$ cat src/text_console_cursor_engine_macros.svh
// Assertion macros shared by the text console cursor engine RTL.
`ifndef TEXT_CONSOLE_CURSOR_ENGINE_MACROS_SVH
`define TEXT_CONSOLE_CURSOR_ENGINE_MACROS_SVH

// Same-cycle implication, sampled on clk and disabled while rst_n is low.
`define TCC_ASSERT_NOW(label, ante, cons, msg) \
  label: assert property (@(posedge clk) disable iff (!rst_n) (ante) |-> (cons)) \
    else $error(msg);

// Next-cycle implication, sampled on clk and disabled while rst_n is low.
`define TCC_ASSERT_NEXT(label, ante, cons, msg) \
  label: assert property (@(posedge clk) disable iff (!rst_n) (ante) |=> (cons)) \
    else $error(msg);

`endif

$ cat src/tcc_pkg.sv
// Shared types, codes and defaults for the text console cursor engine.
package tcc_pkg;

  localparam int COLUMNS_DEF  = 80;
  localparam int ROWS_DEF     = 25;
  localparam int TAB_STOP_DEF = 8;

  localparam int OUT_ROW_W  = 5;
  localparam int OUT_COL_W  = 7;
  localparam int OUT_OFF_W  = 11;
  localparam int CELL_W     = 16;
  localparam int ADDR_EXT_W = 16;

  localparam logic [1:0] OP_PUT   = 2'd0;
  localparam logic [1:0] OP_CLEAR = 2'd1;
  localparam logic [1:0] OP_READ  = 2'd2;

  localparam logic [7:0] CH_BACKSPACE = 8'h08;
  localparam logic [7:0] CH_TAB       = 8'h09;
  localparam logic [7:0] CH_LF        = 8'h0A;
  localparam logic [7:0] CH_CR        = 8'h0D;
  localparam logic [7:0] CH_SPACE     = 8'h20;
  localparam logic [7:0] CH_LAST_PRT  = 8'h7F;

  localparam logic [7:0]        RESET_COLOR = 8'h07;
  localparam logic [CELL_W-1:0] RESET_CELL  = 16'h0720;

  typedef struct packed {
    logic [1:0]  operation;
    logic [7:0]  char_code;
    logic [10:0] read_address;
  } in_item_t;

  typedef struct packed {
    logic [OUT_ROW_W-1:0] cursor_row;
    logic [OUT_COL_W-1:0] cursor_column;
    logic [OUT_OFF_W-1:0] cursor_offset;
    logic [CELL_W-1:0]    cell_data;
  } out_item_t;

  // Decision of the cursor unit for one put-character beat.
  typedef struct packed {
    logic wr_en;
    logic scroll;
  } tcc_step_t;

endpackage

$ cat src/tcc_cursor.sv
// Cursor unit: decodes one character byte into a cell write and a cursor move.
module tcc_cursor import tcc_pkg::*; #(
  parameter int COLUMNS  = COLUMNS_DEF,
  parameter int ROWS     = ROWS_DEF,
  parameter int TAB_STOP = TAB_STOP_DEF,
  parameter int ROW_W    = $clog2(ROWS),
  parameter int COL_W    = $clog2(COLUMNS),
  parameter int ADDR_W   = $clog2(ROWS * COLUMNS)
) (
  input  logic [7:0]        char_code,
  input  logic [7:0]        text_color,
  input  logic [ROW_W-1:0]  row,
  input  logic [COL_W-1:0]  col,
  input  logic [ADDR_W-1:0] cur_off,
  output tcc_step_t         step,
  output logic [ROW_W-1:0]  row_nxt,
  output logic [COL_W-1:0]  col_nxt,
  output logic [ADDR_W-1:0] wr_addr,
  output logic [CELL_W-1:0] wr_data
);

  localparam int TW = $clog2(COLUMNS + TAB_STOP);

  // Next tab stop for every column, built at elaboration.
  logic [TW-1:0] tab_tbl [COLUMNS];

  for (genvar g = 0; g < COLUMNS; g++) begin : g_tab
    assign tab_tbl[g] = TW'((g / TAB_STOP + 1) * TAB_STOP);
  end

  logic row_adv;
  logic wr_req;

  always_comb begin
    row_adv = 1'b0;
    col_nxt = col;
    wr_req  = 1'b0;
    wr_addr = cur_off;
    wr_data = {text_color, char_code};
    case (char_code)
      CH_BACKSPACE: begin
        if (col != '0) begin
          col_nxt = col - COL_W'(1);
          wr_req  = 1'b1;
          wr_addr = cur_off - ADDR_W'(1);
          wr_data = {text_color, CH_SPACE};
        end
      end
      CH_TAB: begin
        if (tab_tbl[col] >= TW'(COLUMNS)) begin
          col_nxt = '0;
          row_adv = 1'b1;
        end else begin
          col_nxt = COL_W'(tab_tbl[col]);
        end
      end
      CH_CR: begin
        col_nxt = '0;
      end
      CH_LF: begin
        col_nxt = '0;
        row_adv = 1'b1;
      end
      default: begin
        if (char_code inside {[CH_SPACE:CH_LAST_PRT]}) begin
          wr_req = 1'b1;
          if (col == COL_W'(COLUMNS - 1)) begin
            col_nxt = '0;
            row_adv = 1'b1;
          end else begin
            col_nxt = col + COL_W'(1);
          end
        end
      end
    endcase
  end

  // Past the bottom row: hold the row and ask for a scroll.
  always_comb begin
    row_nxt     = row;
    step.wr_en  = wr_req;
    step.scroll = 1'b0;
    if (row_adv) begin
      if (row == ROW_W'(ROWS - 1)) begin
        step.scroll = 1'b1;
      end else begin
        row_nxt = row + ROW_W'(1);
      end
    end
  end

endmodule

$ cat config.mk
export PLATFORM = sky130hd
export DESIGN_NAME = tcc_cursor
export DESIGN_NICKNAME = d
export VERILOG_FILES = /design/src/text_console_cursor_engine_macros.svh /design/src/tcc_pkg.sv /design/src/tcc_cursor.sv
export SDC_FILE = /design/constraint.sdc
export NUM_CORES = 1
export LEC_CHECK = 0
export ABC_AREA = 1
export BUFFER_PORTS_ARGS = -buffer_cell sky130_fd_sc_hd__buf_2
export CORE_ASPECT_RATIO = 1.5
export CORE_MARGIN = 2
export CORE_UTILIZATION = 51
export DETAILED_ROUTE_END_ITERATION = 7
export GPL_TIMING_DRIVEN = 1
export PLACE_DENSITY = 0.91
export SETUP_SLACK_MARGIN = 0.2
export SYNTH_ARGS = -nofsm -noshare
export SYNTH_HDL_FRONTEND = slang
export SYNTH_SLANG_ARGS = --single-unit
$ cat constraint.sdc
create_clock -name vclk -period 3.2
set_input_delay 0.16 -clock vclk [all_inputs]
set_output_delay 0.16 -clock vclk [all_outputs]
set_load 0.01 [all_outputs]
# Yosys cells after proc, flatten, opt, wreduce, memory -nomap -nowiden
# Memory sizes are Yosys's and may differ from the RTL's.
# Cells that the tools add are included.
[word_totals]
reg_bits = 0
mem_bits_ro = 896
n_memories = 1
output_inout_bits = 41
[op_classes]
eq_ne = 6
muxes = 22
reduce_logical = 5
n_lt_le_gt_ge = 4
n_addsub = 4
n_bitwise = 1
[mem_list]
columns = ["memory", "depth", "width", "read_ports", "rd_clocked_by_memory_dff", "wr", "line_no", "source"]
rows = [
  ["(no name shown)", 128, 7, 1, 0, 0, "tcc_cursor.sv:54", "col_nxt = COL_W'(tab_tbl[col]);"],
]
[ops]
columns = ["operator", "n"]
rows = [
  ["$mux W7", 6],
  ["$eq A8 B4 Y1 const B", 4],
  ["$mux W11", 2],
  ["$pmux W7 S3", 1],
  ["$mux W8", 2],
  ["$sub A11 B1 Y11 const B", 1],
  ["$mux W5", 2],
  ["$ge A8 B6 Y1 const B", 1],
  ["$ge A8 B8 Y1 const B", 1],
  ["$le A8 B7 Y1 const B", 1],
  ["$not A7 Y8", 1],
  ["$add A7 B1 Y7 const B", 1],
  ["$eq A7 B7 Y1 const B", 1],
  ["$ge A7 B7 Y1 const B", 1],
  ["$mux W1", 7],
  ["$reduce_bool A7 Y1", 1],
  ["$sub A7 B1 Y7 const B", 1],
  ["$add A5 B1 Y5 const B", 1],
  ["$eq A5 B5 Y1 const B", 1],
  ["$reduce_or A2 Y1", 2],
  ["$pmux W1 S3", 1],
  ["$reduce_or A3 Y1", 1],
  ["$pmux W1 S2", 1],
  ["$logic_and A1 B1 Y1", 1],
]

# Logic depth before layout (Yosys ltp)
# Gate-level depths: netlist (run 1).
[depth]
ltp_word = 8
ltp_mapped = 11
depth_no_buf = 10

# Least setup slack after synthesis (run 1)
# OpenSTA, ideal clock, no wires.
[synth_path]
path_type = "input-to-output"
startpoint = "input port col[3]"
endpoint = "output port step[0] in the netlist's numbering"
stages = 10
t_required_ps = 3040
path_buffers = 1
path_slack_ps = 1800
arrival_time_ps = 1240
path_cell_list = "buf_6 > inv_2 > ha_1 > nand2_1 > and2_4 > nand2_2 > nand3_2 > nand3_4 > nand2_4 > nor2_1"
[synth_lines]
columns = ["item", "line_no", "source"]
rows = [
  ["from (decl)", "tcc_cursor.sv:13", "input logic [COL_W-1:0] col,"],
  ["to (decl)", "tcc_cursor.sv:15", "output tcc_step_t step,"],
]

# Final worst setup path (run 1)
[layout_path]
startpoint = "input port col[3]"
endpoint = "output port row_nxt[0]"
[layout_between]
elab_chain_cells = 8
word_cells_on_any_way = 11
classes_between = "order compare: 1; eq/ne: 1; mux: 7; bitwise: 1; memory: 1"
[layout_rtl]
columns = ["item", "line_no", "source"]
rows = [
  ["$not A7 Y8 (implied by the code)", "tcc_cursor.sv:50", "if (tab_tbl[col] >= TW'(COLUMNS)) begin"],
  ["$mem_v2 Z128 W7", "--", ""],
  ["$mux W7 (2 in a row)", "--", ""],
  ["$ge A7 B7 Y1", "tcc_cursor.sv:50", ""],
  ["$mux W1", "tcc_cursor.sv:50", ""],
  ["$pmux W1 S3 *", "tcc_cursor.sv:40", "case (char_code)"],
  ["$mux W5 *", "tcc_cursor.sv:83", "if (row_adv) begin"],
  ["to (decl)", "tcc_cursor.sv:16", "output logic [ROW_W-1:0] row_nxt,"],
]
# Every way passes the cells marked *; elsewhere a longest branch is shown, timed or not. The select of a mux whose other input is x is not followed.

==> results of run 1 <==
## layout make-up
class                           count  area (um^2)
Fill cell                         253         1006
Inverter                           28        107.6
Multi-Input combinational cell    200         1167
Tap cell                           37        46.29
Timing Repair Buffer               64        320.3
## layer usage
| layer | GRT usage, % | up-vias | share of wire, % |
|---|---|---|---|
| li1 | - | 853 | - |
| met1 | 27.34 | 720 | 41 |
| met2 | 47.22 | 44 | 55 |
| met3 | 1.319 | 2 | 3.9 |
| met4 | 2.431 | 0 | 0.60 |
| met5 | 0 | - | 0 |
## power by group
group | switching [mW] | total [mW] | internal (mW) | leakage (nW)
clock network | 0 | 0 | 0 | 0
registers | 0 | 0 | 0 | 0
logic | 0.104 | 0.172 | 0.0685 | 0.921
total | 0.104 | 0.172 | 0.0685 | 0.921
## stage by stage
stage                     utilization (%)  hold slack [ps]  cell area, um^2  setup WS, ps  power, mW
final                               62.00            320.0             1642          1489     0.1721
after global routing                62.00            320.0             1642          1349     0.1922
after CTS                           62.00            320.1             1642          1500     0.1717
after detailed placement            62.00            320.1             1642          1500     0.1711
after global placement              62.00            320.1             1642          1527     0.1674
after floorplan                         -            400.1             1391          1800     0.1163
## kinds of logic after synthesis
family | count (synthesis) | synth area share, %
compound gates | 19 | 9.172
fa+ha+maj | 10 | 8.993
xor+xnor | 18 | 11.33
buf+inv | 46 | 16.10
simple gates | 153 | 54.41
## worst paths after layout
check	slack [ps]	endpoint	cells past startpoint
worst max-delay path	1490	row_nxt[0]	12
worst min-delay path	320	wr_data[10]	0
## cell usage after synthesis (2+ instances only)
cell type   n  area (um^2)
o21ai_1     3        15.01
inv_1      19        71.32
xnor2_1     3        26.28
xor2_1     15        131.4
nand3_2     2        20.02
nand2_2     4        25.02
nor2_4      4        45.04
nor2_1     23        86.33
nor3_1      2        10.01
nand4_1     2        12.51
inv_2       8        30.03
buf_4      11        82.58
clkbuf_1    6        22.52
nand2_1    79        296.5
nand3_1    23        115.1
nor2_2      4        25.02
ha_1       10        125.1
o211ai_1    2        15.01
o21ai_0     7        35.03
nand2_4     3        33.78
==> report_table.html, run 1 <==
<table>
<tr><th>Metric</th><th>Value</th></tr>
<tr><th colspan="2">Outcome</th></tr>
<tr><td>Run status</td><td>finished, final reports clean</td></tr>
<tr><th colspan="2">Yosys</th></tr>
<tr><td>Synth Instances</td><td>around 250</td></tr>
<tr><td>Yosys Warn Count</td><td>0</td></tr>
<tr><td>Sequential fraction of the synthesis area</td><td>0%</td></tr>
<tr><td>Number of distinct library cells after synthesis</td><td>36</td></tr>
<tr><td>Average footprint of a synthesized cell</td><td>5.656 um^2</td></tr>
<tr><td>Post-synth design cell area</td><td>roughly 0.0014 mm^2</td></tr>
<tr><td>Post-synth net total</td><td>around 300</td></tr>
<tr><th colspan="2">Timing</th></tr>
<tr><td>Final Hold Vio Count</td><td>0</td></tr>
<tr><td>Actual slew at the worst max-slew pin</td><td>around 310 ps</td></tr>
<tr><td>Final period util</td><td>about 53%</td></tr>
<tr><td>Number of pins exceeding their max-slew limit in the final report</td><td>0</td></tr>
<tr><td>Final Setup Violations</td><td>0</td></tr>
<tr><td>Final period demand of the worst path</td><td>around 1700 ps</td></tr>
<tr><td>Worst slew margin</td><td>between 70% and 80%</td></tr>
<tr><td>Max Clk Rate</td><td>~0.58 GHz</td></tr>
<tr><td>Sum of negative setup slack</td><td>0 ps</td></tr>
<tr><td>Setup repair after global routing missed its margin</td><td>false</td></tr>
<tr><th colspan="2">Floorplanning</th></tr>
<tr><td>Number of placed I/O pins</td><td>80</td></tr>
<tr><td>Overall die height</td><td>roughly 68 um</td></tr>
<tr><td>Row count</td><td>23</td></tr>
<tr><td>Width of the chip</td><td>roughly 47 um</td></tr>
<tr><td>Initial core utilization</td><td>~53%</td></tr>
<tr><td>Total Die Area</td><td>between 0.003 and 0.004 mm^2</td></tr>
<tr><td>Core area</td><td>~0.0026 mm^2</td></tr>
<tr><th colspan="2">Worst setup path</th></tr>
<tr><td>Most common cell type on the critical path</td><td>nand2_1</td></tr>
<tr><td>Data required, critical path</td><td>3040 ps</td></tr>
<tr><td>Buf/Inv on CP</td><td>3</td></tr>
<tr><td>Data arrival at the endpoint of the critical path</td><td>1550 ps</td></tr>
<tr><td>Setup Crit Path Kind</td><td>input port to output port</td></tr>
<tr><td>Critical-path cell with the highest stage delay</td><td>ha_1</td></tr>
<tr><td>Slowest stage delay, CP</td><td>300 ps</td></tr>
<tr><td>Cell Chain, Critical Path</td><td>buf_2 -&gt; inv_2 -&gt; ha_1 -&gt; nand2_1 -&gt; and2_4 -&gt; nand2_2 -&gt; nand3_2 -&gt; nand3_4 -&gt; nand2_4 -&gt; nand2_1 -&gt; nand2_1 -&gt; buf_2</td></tr>
<tr><td>Largest fanout on the critical path</td><td>9</td></tr>
<tr><td>Launch point of the critical path</td><td>col[3]</td></tr>
<tr><td>CP delay by family, top</td><td>simple AND/OR/NAND/NOR gates</td></tr>
<tr><td>Startpoint type of the worst setup path</td><td>input port</td></tr>
<tr><td>Critical Path Sink Type</td><td>output port</td></tr>
<tr><th colspan="2">Final layout</th></tr>
<tr><td>Antenna Cells</td><td>0</td></tr>
<tr><td>Final-stage net count</td><td>between 300 and 400</td></tr>
<tr><td>Commonest non-fill, non-tap cells in the layout</td><td>79 x nand2_1, 64 x buf_2, 23 x nor2_1, 23 x nand3_1, 19 x inv_1</td></tr>
<tr><td>Non-filler instance count after layout</td><td>roughly 330</td></tr>
<tr><td>Fraction of final layout cells sized beyond drive strength 1</td><td>between 30% and 40%</td></tr>
<tr><td>Layout overhead on the synthesized area</td><td>17.99%</td></tr>
<tr><td>Total area of sequential cells</td><td>0 um^2</td></tr>
<tr><td>Flip-flop and latch count</td><td>0</td></tr>
<tr><td>Commonest non-fill, non-tap cell in the layout</td><td>nand2_1</td></tr>
<tr><td>Clk_buf instances</td><td>0</td></tr>
<tr><th colspan="2">Drt</th></tr>
<tr><td>Via-per-instance ratio</td><td>around 4.9</td></tr>
<tr><td>Post-detailed-route wirelength per cell</td><td>between 10 and 15 um</td></tr>
<tr><td>Post-route antenna net violation count</td><td>0</td></tr>
<tr><td>First-iteration detailed-routing DRC count</td><td>35</td></tr>
<tr><td>Detailed-route DRC error count</td><td>0</td></tr>
<tr><td>Vias</td><td>between 1500 and 2000</td></tr>
<tr><td>Total wirelength of the detailed-routed design</td><td>3673 um</td></tr>
<tr><td>Number of detailed-route iterations in the first pass</td><td>4</td></tr>
<tr><th colspan="2">Hold path</th></tr>
<tr><td>Worst min path class</td><td>input port to output port</td></tr>
<tr><td>Hold Crit Start</td><td>text_color[2]</td></tr>
<tr><th colspan="2">Power and ir drop</th></tr>
<tr><td>Lkg Pwr</td><td>0.9213 nW</td></tr>
<tr><td>Maximum vdd drop</td><td>0.06452 mV</td></tr>
<tr><td>Total power per unit cell area</td><td>~100 mW/mm^2</td></tr>
<tr><th colspan="2">Global routing</th></tr>
<tr><td>Maximum number of pins on one net before global-route repair</td><td>14</td></tr>
<tr><td>Wire length of the first global-routing pass</td><td>5947 um</td></tr>
<tr><td>Number of global-route vias before repair</td><td>roughly 1500</td></tr>
<tr><td>GRT Overall Usage</td><td>a little under a quarter</td></tr>
<tr><td>Grt total ovfl</td><td>0</td></tr>
<tr><td>Initial antenna violation count</td><td>0</td></tr>
<tr><th colspan="2">Flow run</th></tr>
<tr><td>Max-cap violations</td><td>0</td></tr>
<tr><th colspan="2">Place</th></tr>
<tr><td>Final HPWL DP</td><td>roughly 3100 um</td></tr>
<tr><td>Final weighted congestion of routability-driven global placement</td><td>about 0.86</td></tr>
<tr><td># port buffers</td><td>64</td></tr>
<tr><td>Number of placed instances, taps included</td><td>roughly 330</td></tr>
<tr><th colspan="2">Clock tree</th></tr>
<tr><td>Number of setup buffers added after CTS</td><td>0</td></tr>
<tr><td>Cts hold-fix bufs</td><td>0</td></tr>
<tr><td>Post-CTS resize count</td><td>0</td></tr>
</table>
Power figures use the tool's default switching activity.
==> inputs of run 2 (changes only) <==
CORE_UTILIZATION = 47   (was 51)
PLACE_DENSITY = 0.85   (was 0.91)
clock period = 1.6 ns   (was 3.2 ns; I/O delays follow)
==> run 2 against run 1 <==
Net effect: sequential share of layout area unchanged; global-route usage down 2.9 points; utilization up 3.0 points; non-clock buffer count up 7; combinational power up 130%; largest power group unchanged; hold slack worse by 160 ps; cell area up 13%; via count up 5.0%; critical path type unchanged.
==> report_table.html, run 2 (synthesis gave the netlist of run 1 again) <==
<table>
<tr><th>Metric</th><th>Value</th></tr>
<tr><th colspan="2">Floorplanning</th></tr>
<tr><td>Initial core utilization</td><td>48.77% (-3.8 points)</td></tr>
<tr><td>Overall die height</td><td>70.64 um (+3.9%)</td></tr>
<tr><td>Number of placed I/O pins</td><td>80 (unchanged)</td></tr>
<tr><td>Row count</td><td>24 (+4.3%)</td></tr>
<tr><td>Total Die Area</td><td>0.003421 mm^2 (+7.9%)</td></tr>
<tr><td>Width of the chip</td><td>48.43 um (+3.8%)</td></tr>
<tr><td>Core area</td><td>0.002853 mm^2 (+7.8%)</td></tr>
<tr><th colspan="2">Final layout</th></tr>
<tr><td>Total area of sequential cells</td><td>0 um^2 (unchanged)</td></tr>
<tr><td>Layout overhead on the synthesized area</td><td>33.27%</td></tr>
<tr><td>Final-stage net count</td><td>350 (+2.0%)</td></tr>
<tr><td>Fraction of final layout cells sized beyond drive strength 1</td><td>41.47% (+7.9 points)</td></tr>
<tr><td>Clk_buf instances</td><td>0 (unchanged)</td></tr>
<tr><td>Commonest non-fill, non-tap cells in the layout</td><td>75 x nand2_1, 60 x buf_2, 21 x nand3_1</td></tr>
<tr><td>Antenna Cells</td><td>0 (unchanged)</td></tr>
<tr><td>Commonest non-fill, non-tap cell in the layout</td><td>nand2_1</td></tr>
<tr><td>Utilization after layout</td><td>65.00% (+3.0 points)</td></tr>
<tr><td>Flip-flop and latch count</td><td>0 (unchanged)</td></tr>
<tr><th colspan="2">Power and ir drop</th></tr>
<tr><td>Part of the total power dissipated in the clock network</td><td>0% (unchanged)</td></tr>
<tr><td>Lkg Pwr</td><td>0.9756 nW (+5.9%)</td></tr>
<tr><td>Combinational power share</td><td>100.0% (about the same)</td></tr>
<tr><td>Switching power</td><td>0.2260 mW (+120%)</td></tr>
<tr><td>Total power</td><td>0.3893 mW (+130%)</td></tr>
<tr><td>Switching fraction of total power</td><td>58.07% (-2.1 points)</td></tr>
<tr><td>Fraction of power consumed by sequential logic</td><td>0% (unchanged)</td></tr>
<tr><td>Internal power summed over all cells</td><td>0.1632 mW (+140%)</td></tr>
<tr><td>Total power per unit cell area</td><td>209.9 mW/mm^2 (+100%)</td></tr>
<tr><td>Maximum vdd drop</td><td>0.1280 mV (+98%)</td></tr>
<tr><th colspan="2">Clock tree</th></tr>
<tr><td>Cts hold-fix bufs</td><td>0 (unchanged)</td></tr>
<tr><th colspan="2">Worst setup path</th></tr>
<tr><td>Cell Chain, Critical Path</td><td>buf_2 -&gt; nor2_4 -&gt; nand2_2 -&gt; inv_2 -&gt; nand2_4 -&gt; inv_6 -&gt; nand2_4 -&gt; o21a_1 -&gt; nand2_1 -&gt; buf_2</td></tr>
<tr><td>Buf/Inv on CP</td><td>4 (+1)</td></tr>
<tr><td>Data required, critical path</td><td>1520 ps (-1520 ps)</td></tr>
<tr><td>Critical-path cell with the highest stage delay</td><td>o21a_1</td></tr>
<tr><td>Startpoint type of the worst setup path</td><td>input port</td></tr>
<tr><td>Critical Path Sink Type</td><td>output port</td></tr>
<tr><td>Largest fanout on the critical path</td><td>10 (+1)</td></tr>
<tr><td>CP delay by family, top</td><td>simple AND/OR/NAND/NOR gates</td></tr>
<tr><td>Slowest stage delay, CP</td><td>200 ps (-100 ps)</td></tr>
<tr><td>Data arrival at the endpoint of the critical path</td><td>1250 ps (-300 ps)</td></tr>
<tr><td>Setup Crit Path Kind</td><td>input port to output port</td></tr>
<tr><th colspan="2">Global routing</th></tr>
<tr><td>Wire length of the first global-routing pass</td><td>6058 um (+1.9%)</td></tr>
<tr><td>GRT Overall Usage</td><td>20.81% (-2.9 points)</td></tr>
<tr><td>Number of global-route vias before repair</td><td>1479 (+0.41%)</td></tr>
<tr><td>Initial antenna violation count</td><td>0 (unchanged)</td></tr>
<tr><td>Maximum number of pins on one net before global-route repair</td><td>11 (-3)</td></tr>
<tr><td>Grt total ovfl</td><td>0 (unchanged)</td></tr>
<tr><th colspan="2">Drt</th></tr>
<tr><td>Vias</td><td>1700 (+5.0%)</td></tr>
<tr><td>Post-route antenna net violation count</td><td>0 (unchanged)</td></tr>
<tr><td>Detailed-route DRC error count</td><td>0 (unchanged)</td></tr>
<tr><td>Via-per-instance ratio</td><td>5.030 (+2.2%)</td></tr>
<tr><td>First-iteration detailed-routing DRC count</td><td>44 (+26%)</td></tr>
<tr><td>Number of detailed-route iterations in the first pass</td><td>4 (unchanged)</td></tr>
<tr><td>Post-detailed-route wirelength per cell</td><td>11.52 um (+3.2%)</td></tr>
<tr><td>Total wirelength of the detailed-routed design</td><td>3893 um (+6.0%)</td></tr>
<tr><th colspan="2">Place</th></tr>
<tr><td>Final weighted congestion of routability-driven global placement</td><td>0.8661 (+0.97%)</td></tr>
<tr><td># port buffers</td><td>64 (unchanged)</td></tr>
<tr><td>Final HPWL DP</td><td>3074 um (-2.2%)</td></tr>
<tr><th colspan="2">Timing</th></tr>
<tr><td>Actual slew at the worst max-slew pin</td><td>333.5 ps (+21.62 ps)</td></tr>
<tr><td>Number of pins exceeding their max-slew limit in the final report</td><td>0 (unchanged)</td></tr>
<tr><td>Final period util</td><td>around 83%</td></tr>
<tr><td>Max Clk Rate</td><td>roughly 0.75 GHz</td></tr>
<tr><td>Setup repair after global routing missed its margin</td><td>true</td></tr>
<tr><td>Final hold slack</td><td>160.0 ps (-160.0 ps)</td></tr>
<tr><td>Final Hold Vio Count</td><td>0 (unchanged)</td></tr>
<tr><td>Final period demand of the worst path</td><td>roughly 1300 ps</td></tr>
<tr><td>Worst slew margin</td><td>77.75% (-1.4 points)</td></tr>
<tr><td>Sum of negative setup slack</td><td>0 ps (unchanged)</td></tr>
<tr><td>Final Setup Violations</td><td>0 (unchanged)</td></tr>
<tr><th colspan="2">Outcome</th></tr>
<tr><td>Run status</td><td>finished, final reports clean</td></tr>
<tr><th colspan="2">Hold path</th></tr>
<tr><td>Worst min path class</td><td>input port to output port</td></tr>
<tr><th colspan="2">Flow run</th></tr>
<tr><td>Max-cap violations</td><td>0 (unchanged)</td></tr>
</table>
[run 2: final timing paths]
kind,startpoint,end,slack (ps),cells after the start
hold / removal,text_color[2],wr_data[10],160,0
setup / recovery,char_code[5],col_nxt[6],270,10
[run 2: final cells by class]
type / instances / area [um^2]
fillers: 253 / 998.5
inverters: 28 / 125.1
repair buffers: 71 / 416.7
well taps: 39 / 48.80
multi-input cells: 200 / 1264
[run 2: power groups by stage]
stage / clock, mW / sequential [mW] / combinational, mW
finish: 0 / 0 / 0.389
global route: 0 / 0 / 0.429
CTS: 0 / 0 / 0.350
detailed placement: 0 / 0 / 0.345
global placement: 0 / 0 / 0.339
floorplan: 0 / 0 / 0.233
[run 2: per-stage QoR]
stage               instances  instance area (um^2)  setup slack, ps
floorplan                 246                  1391            359.8
global placement          334                  1667            159.6
detailed placement        334                  1667            144.2
CTS                       336                  1699            179.6
global route              338                  1854            181.0
finish                    338                  1854            273.2
[run 2: repair_timing]
action	in CTS	in global routing
setup endpoints to repair	12	19
gates resized for setup	7	40
buffers inserted	2	2
pin swaps	2	6
[run 2: layer usage]
metal  global-route usage (%)  share of wire (%)  up-vias
li1                         -                  -      873
met1                    22.44                 37      750
met2                    42.13                 54       67
met3                    1.688                6.9       10
met4                    6.032                2.5        0
met5                        0                  0        -
==> inputs of run 3 (changes only) <==
ABC_AREA = 0   (was 1)
CORE_UTILIZATION = 44   (was 47)
clock period = 1.3 ns   (was 1.6 ns; I/O delays follow)
==> run 3 against run 2 <==
Net effect: the flow now finishes with violations (setup timing); largest power group unchanged; die area decreased by 12%; sequential share of layout area did not move; global-route usage increased by 15 points; power increased by 57%; combinational power grew 57%; utilization grew 25 points; critical path type unchanged; non-clock buffer count is 48 higher.
==> report_table.html, run 3 <==
<table>
<tr><th>Metric</th><th>Value</th></tr>
<tr><th colspan="2">Final layout</th></tr>
<tr><td>Antenna Cells</td><td>0 (unchanged)</td></tr>
<tr><td>Fraction of final layout cells sized beyond drive strength 1</td><td>68.60% (+27 points)</td></tr>
<tr><td>Commonest non-fill, non-tap cell in the layout</td><td>buf_2</td></tr>
<tr><td>Final-stage net count</td><td>309 (-12%)</td></tr>
<tr><td>Total area of sequential cells</td><td>0 um^2 (unchanged)</td></tr>
<tr><td>Non-filler instance count after layout</td><td>282 (-17%)</td></tr>
<tr><td>Clk_buf instances</td><td>0 (unchanged)</td></tr>
<tr><td>Layout overhead on the synthesized area</td><td>94.39%</td></tr>
<tr><td>Commonest non-fill, non-tap cells in the layout</td><td>53 x buf_2, 42 x buf_4, 20 x buf_6</td></tr>
<tr><td>Flip-flop and latch count</td><td>0 (unchanged)</td></tr>
<tr><th colspan="2">Global routing</th></tr>
<tr><td>GRT Overall Usage</td><td>36.08% (+15 points)</td></tr>
<tr><td>Maximum number of pins on one net before global-route repair</td><td>9 (-2)</td></tr>
<tr><td>Wire length of the first global-routing pass</td><td>8190 um (+35%)</td></tr>
<tr><td>Number of global-route vias before repair</td><td>1693 (+14%)</td></tr>
<tr><td>Grt total ovfl</td><td>0 (unchanged)</td></tr>
<tr><td>Initial antenna violation count</td><td>0 (unchanged)</td></tr>
<tr><th colspan="2">Worst setup path</th></tr>
<tr><td>Largest fanout on the critical path</td><td>8 (-2)</td></tr>
<tr><td>CP delay by family, top</td><td>simple AND/OR/NAND/NOR gates</td></tr>
<tr><td>Critical-path cell with the highest stage delay</td><td>nor4_4</td></tr>
<tr><td>Setup Crit Path Kind</td><td>input port to output port</td></tr>
<tr><td>Most common cell type on the critical path</td><td>buf_6</td></tr>
<tr><td>Cell Chain, Critical Path</td><td>buf_8 -&gt; nor4_4 -&gt; buf_6 -&gt; and2_4 -&gt; nand2b_4 -&gt; buf_6 -&gt; nor3_4 -&gt; xor2_1 -&gt; buf_2</td></tr>
<tr><td>Startpoint type of the worst setup path</td><td>input port</td></tr>
<tr><td>Data arrival at the endpoint of the critical path</td><td>1650 ps (+400 ps)</td></tr>
<tr><td>Number of cells on the critical path</td><td>9 (-1)</td></tr>
<tr><td>Buf/Inv on CP</td><td>4 (unchanged)</td></tr>
<tr><td>Critical Path Sink Type</td><td>output port</td></tr>
<tr><td>Data required, critical path</td><td>1240 ps (-280 ps)</td></tr>
<tr><td>Slowest stage delay, CP</td><td>290 ps (+90 ps)</td></tr>
<tr><th colspan="2">Timing</th></tr>
<tr><td>Slack of the critical path</td><td>-412.1 ps (-685.4 ps)</td></tr>
<tr><td>Final period util</td><td>131.7%</td></tr>
<tr><td>Actual slew at the worst max-slew pin</td><td>399.8 ps (+66.34 ps)</td></tr>
<tr><td>Final Setup Violations</td><td>27 (+27)</td></tr>
<tr><td>Worst slew margin</td><td>73.15% (-4.6 points)</td></tr>
<tr><td>Setup repair after global routing missed its margin</td><td>true</td></tr>
<tr><td>Number of pins exceeding their max-slew limit in the final report</td><td>0 (unchanged)</td></tr>
<tr><td>Max Clk Rate</td><td>approximately 0.6 GHz</td></tr>
<tr><td>Final Hold Vio Count</td><td>0 (unchanged)</td></tr>
<tr><td>Final period demand of the worst path</td><td>around 1700 ps</td></tr>
<tr><th colspan="2">Outcome</th></tr>
<tr><td>Run status</td><td>complete, but fails checks</td></tr>
<tr><td>Failing checks</td><td>setup timing</td></tr>
<tr><th colspan="2">Floorplanning</th></tr>
<tr><td>Width of the chip</td><td>45.51 um (-6.0%)</td></tr>
<tr><td>Core area</td><td>0.002450 mm^2 (-14%)</td></tr>
<tr><td>Number of placed I/O pins</td><td>80 (unchanged)</td></tr>
<tr><td>Total Die Area</td><td>0.003016 mm^2 (-12%)</td></tr>
<tr><td>Initial core utilization</td><td>46.42% (-2.3 points)</td></tr>
<tr><td>Row count</td><td>22 (-8.3%)</td></tr>
<tr><td>Overall die height</td><td>66.27 um (-6.2%)</td></tr>
<tr><th colspan="2">Hold path</th></tr>
<tr><td>Worst min path class</td><td>input port to output port</td></tr>
<tr><td>WHS Path Cells</td><td>0 (unchanged)</td></tr>
<tr><th colspan="2">Drt</th></tr>
<tr><td>Vias</td><td>1728 (+1.6%)</td></tr>
<tr><td>First-iteration detailed-routing DRC count</td><td>143 (+230%)</td></tr>
<tr><td>Total wirelength of the detailed-routed design</td><td>6244 um (+60%)</td></tr>
<tr><td>Via-per-instance ratio</td><td>6.128 (+22%)</td></tr>
<tr><td>Detailed-route DRC error count</td><td>0 (unchanged)</td></tr>
<tr><td>Post-detailed-route wirelength per cell</td><td>22.14 um (+92%)</td></tr>
<tr><td>Number of detailed-route iterations in the first pass</td><td>4 (unchanged)</td></tr>
<tr><td>Post-route antenna net violation count</td><td>0 (unchanged)</td></tr>
<tr><th colspan="2">Place</th></tr>
<tr><td>Final weighted congestion of routability-driven global placement</td><td>0.9135 (+5.5%)</td></tr>
<tr><td>Worst setup slack before clock tree synthesis</td><td>-604.6 ps (-748.8 ps)</td></tr>
<tr><td>Final HPWL DP</td><td>3138 um (+2.1%)</td></tr>
<tr><td># port buffers</td><td>64 (unchanged)</td></tr>
<tr><td>Number of placed instances, taps included</td><td>271 (-19%)</td></tr>
<tr><th colspan="2">Power and ir drop</th></tr>
<tr><td>Maximum vdd drop</td><td>0.1896 mV (+48%)</td></tr>
<tr><td>Total power per unit cell area</td><td>275.9 mW/mm^2 (+31%)</td></tr>
<tr><td>Lkg Pwr</td><td>1.049 nW (+7.5%)</td></tr>
<tr><th colspan="2">Yosys</th></tr>
<tr><td>Synth Instances</td><td>157 (-36%)</td></tr>
<tr><td>Number of distinct library cells after synthesis</td><td>54 (+50%)</td></tr>
<tr><td>Yosys Warn Count</td><td>0 (unchanged)</td></tr>
<tr><td>Average footprint of a synthesized cell</td><td>7.244 um^2 (+28%)</td></tr>
<tr><td>Sequential fraction of the synthesis area</td><td>0% (unchanged)</td></tr>
<tr><td>Cells taking the most area after synthesis</td><td>ha_1 11%, xnor2_1 11%, buf_4 5.9%</td></tr>
<tr><td>Post-synth net total</td><td>206 (-30%)</td></tr>
<tr><td>Post-synth design cell area</td><td>0.001137 mm^2 (-18%)</td></tr>
<tr><td>Yosys top cell by area</td><td>ha_1</td></tr>
<tr><td>Area share of the largest cell type after synthesis</td><td>11.00% (-10 points)</td></tr>
<tr><td>Post-synth top cells</td><td>14 x nand2_1, 14 x xnor2_1, 13 x nor2_1</td></tr>
<tr><th colspan="2">Flow run</th></tr>
<tr><td>Max-cap violations</td><td>0 (unchanged)</td></tr>
<tr><th colspan="2">Clock tree</th></tr>
<tr><td>Cts hold-fix bufs</td><td>0 (unchanged)</td></tr>
</table>
-- run 3: cell families after synthesis --
| group | synth area share [%] |
|---|---|
| muxes | 4.180 |
| buffers and inverters | 13.31 |
| AOI/OAI and AO/OA | 20.57 |
| xor gates and xnor gates | 12.32 |
| and+or+nand+nor | 38.61 |
| adders and majority gates | 11.00 |
-- run 3: stage by stage --
step | instance area [um^2] | hold WS [ps] | TNS [ps] | total power [mW] | utilization, %
3_5_place_dp | 1799 | 130.1 | -9415 | 0.4628 | 73.44
6_report | 2211 | 130.0 | -6985 | 0.6101 | 90.25
4_1_cts | 2022 | 130.1 | -4580 | 0.5227 | 82.53
5_1_grt | 2211 | 130.0 | -8292 | 0.6429 | 90.25
3_3_place_gp | 1799 | 130.1 | -8060 | 0.4514 | 73.44
2_1_floorplan | 1235 | 197.3 | -316.0 | 0.2406 | -
-- run 3: path summary, 6_finish.rpt --
path	slack, ps	endpoint	from
min	130	wr_data[12]	text_color[4]
max	-410	wr_addr[6]	char_code[6]
-- run 3: repair_timing --
action	CTS	global route
hold endpoints to repair	0	0
endpoints found under the setup margin	27	27
resized for setup	48	29
pin swaps	17	23
setup buffers	2	9
-- run 3: area by class of cell --
class | count | area, um^2
Fill cell | 90 | 239.0
Multi-Input combinational cell | 128 | 1249
Tap cell | 24 | 30.03
Inverter | 11 | 61.31
Timing Repair Buffer | 119 | 870.8
-- run 3: report_power, final --
part,internal [mW],total [mW],leakage (nW),switching [mW]
Sequential,0,0,0,0
Clock,0,0,0,0
Combinational,0.295,0.610,1.05,0.315
-- run 3: per-layer routing --
layer | GRT usage [%] | vias up | part of all wire [%]
met5 | 0 | - | 0
met4 | 14.34 | 0 | 6.9
met3 | 11.48 | 47 | 8.9
met2 | 66.02 | 129 | 50
met1 | 35.32 | 802 | 34
li1 | - | 750 | -
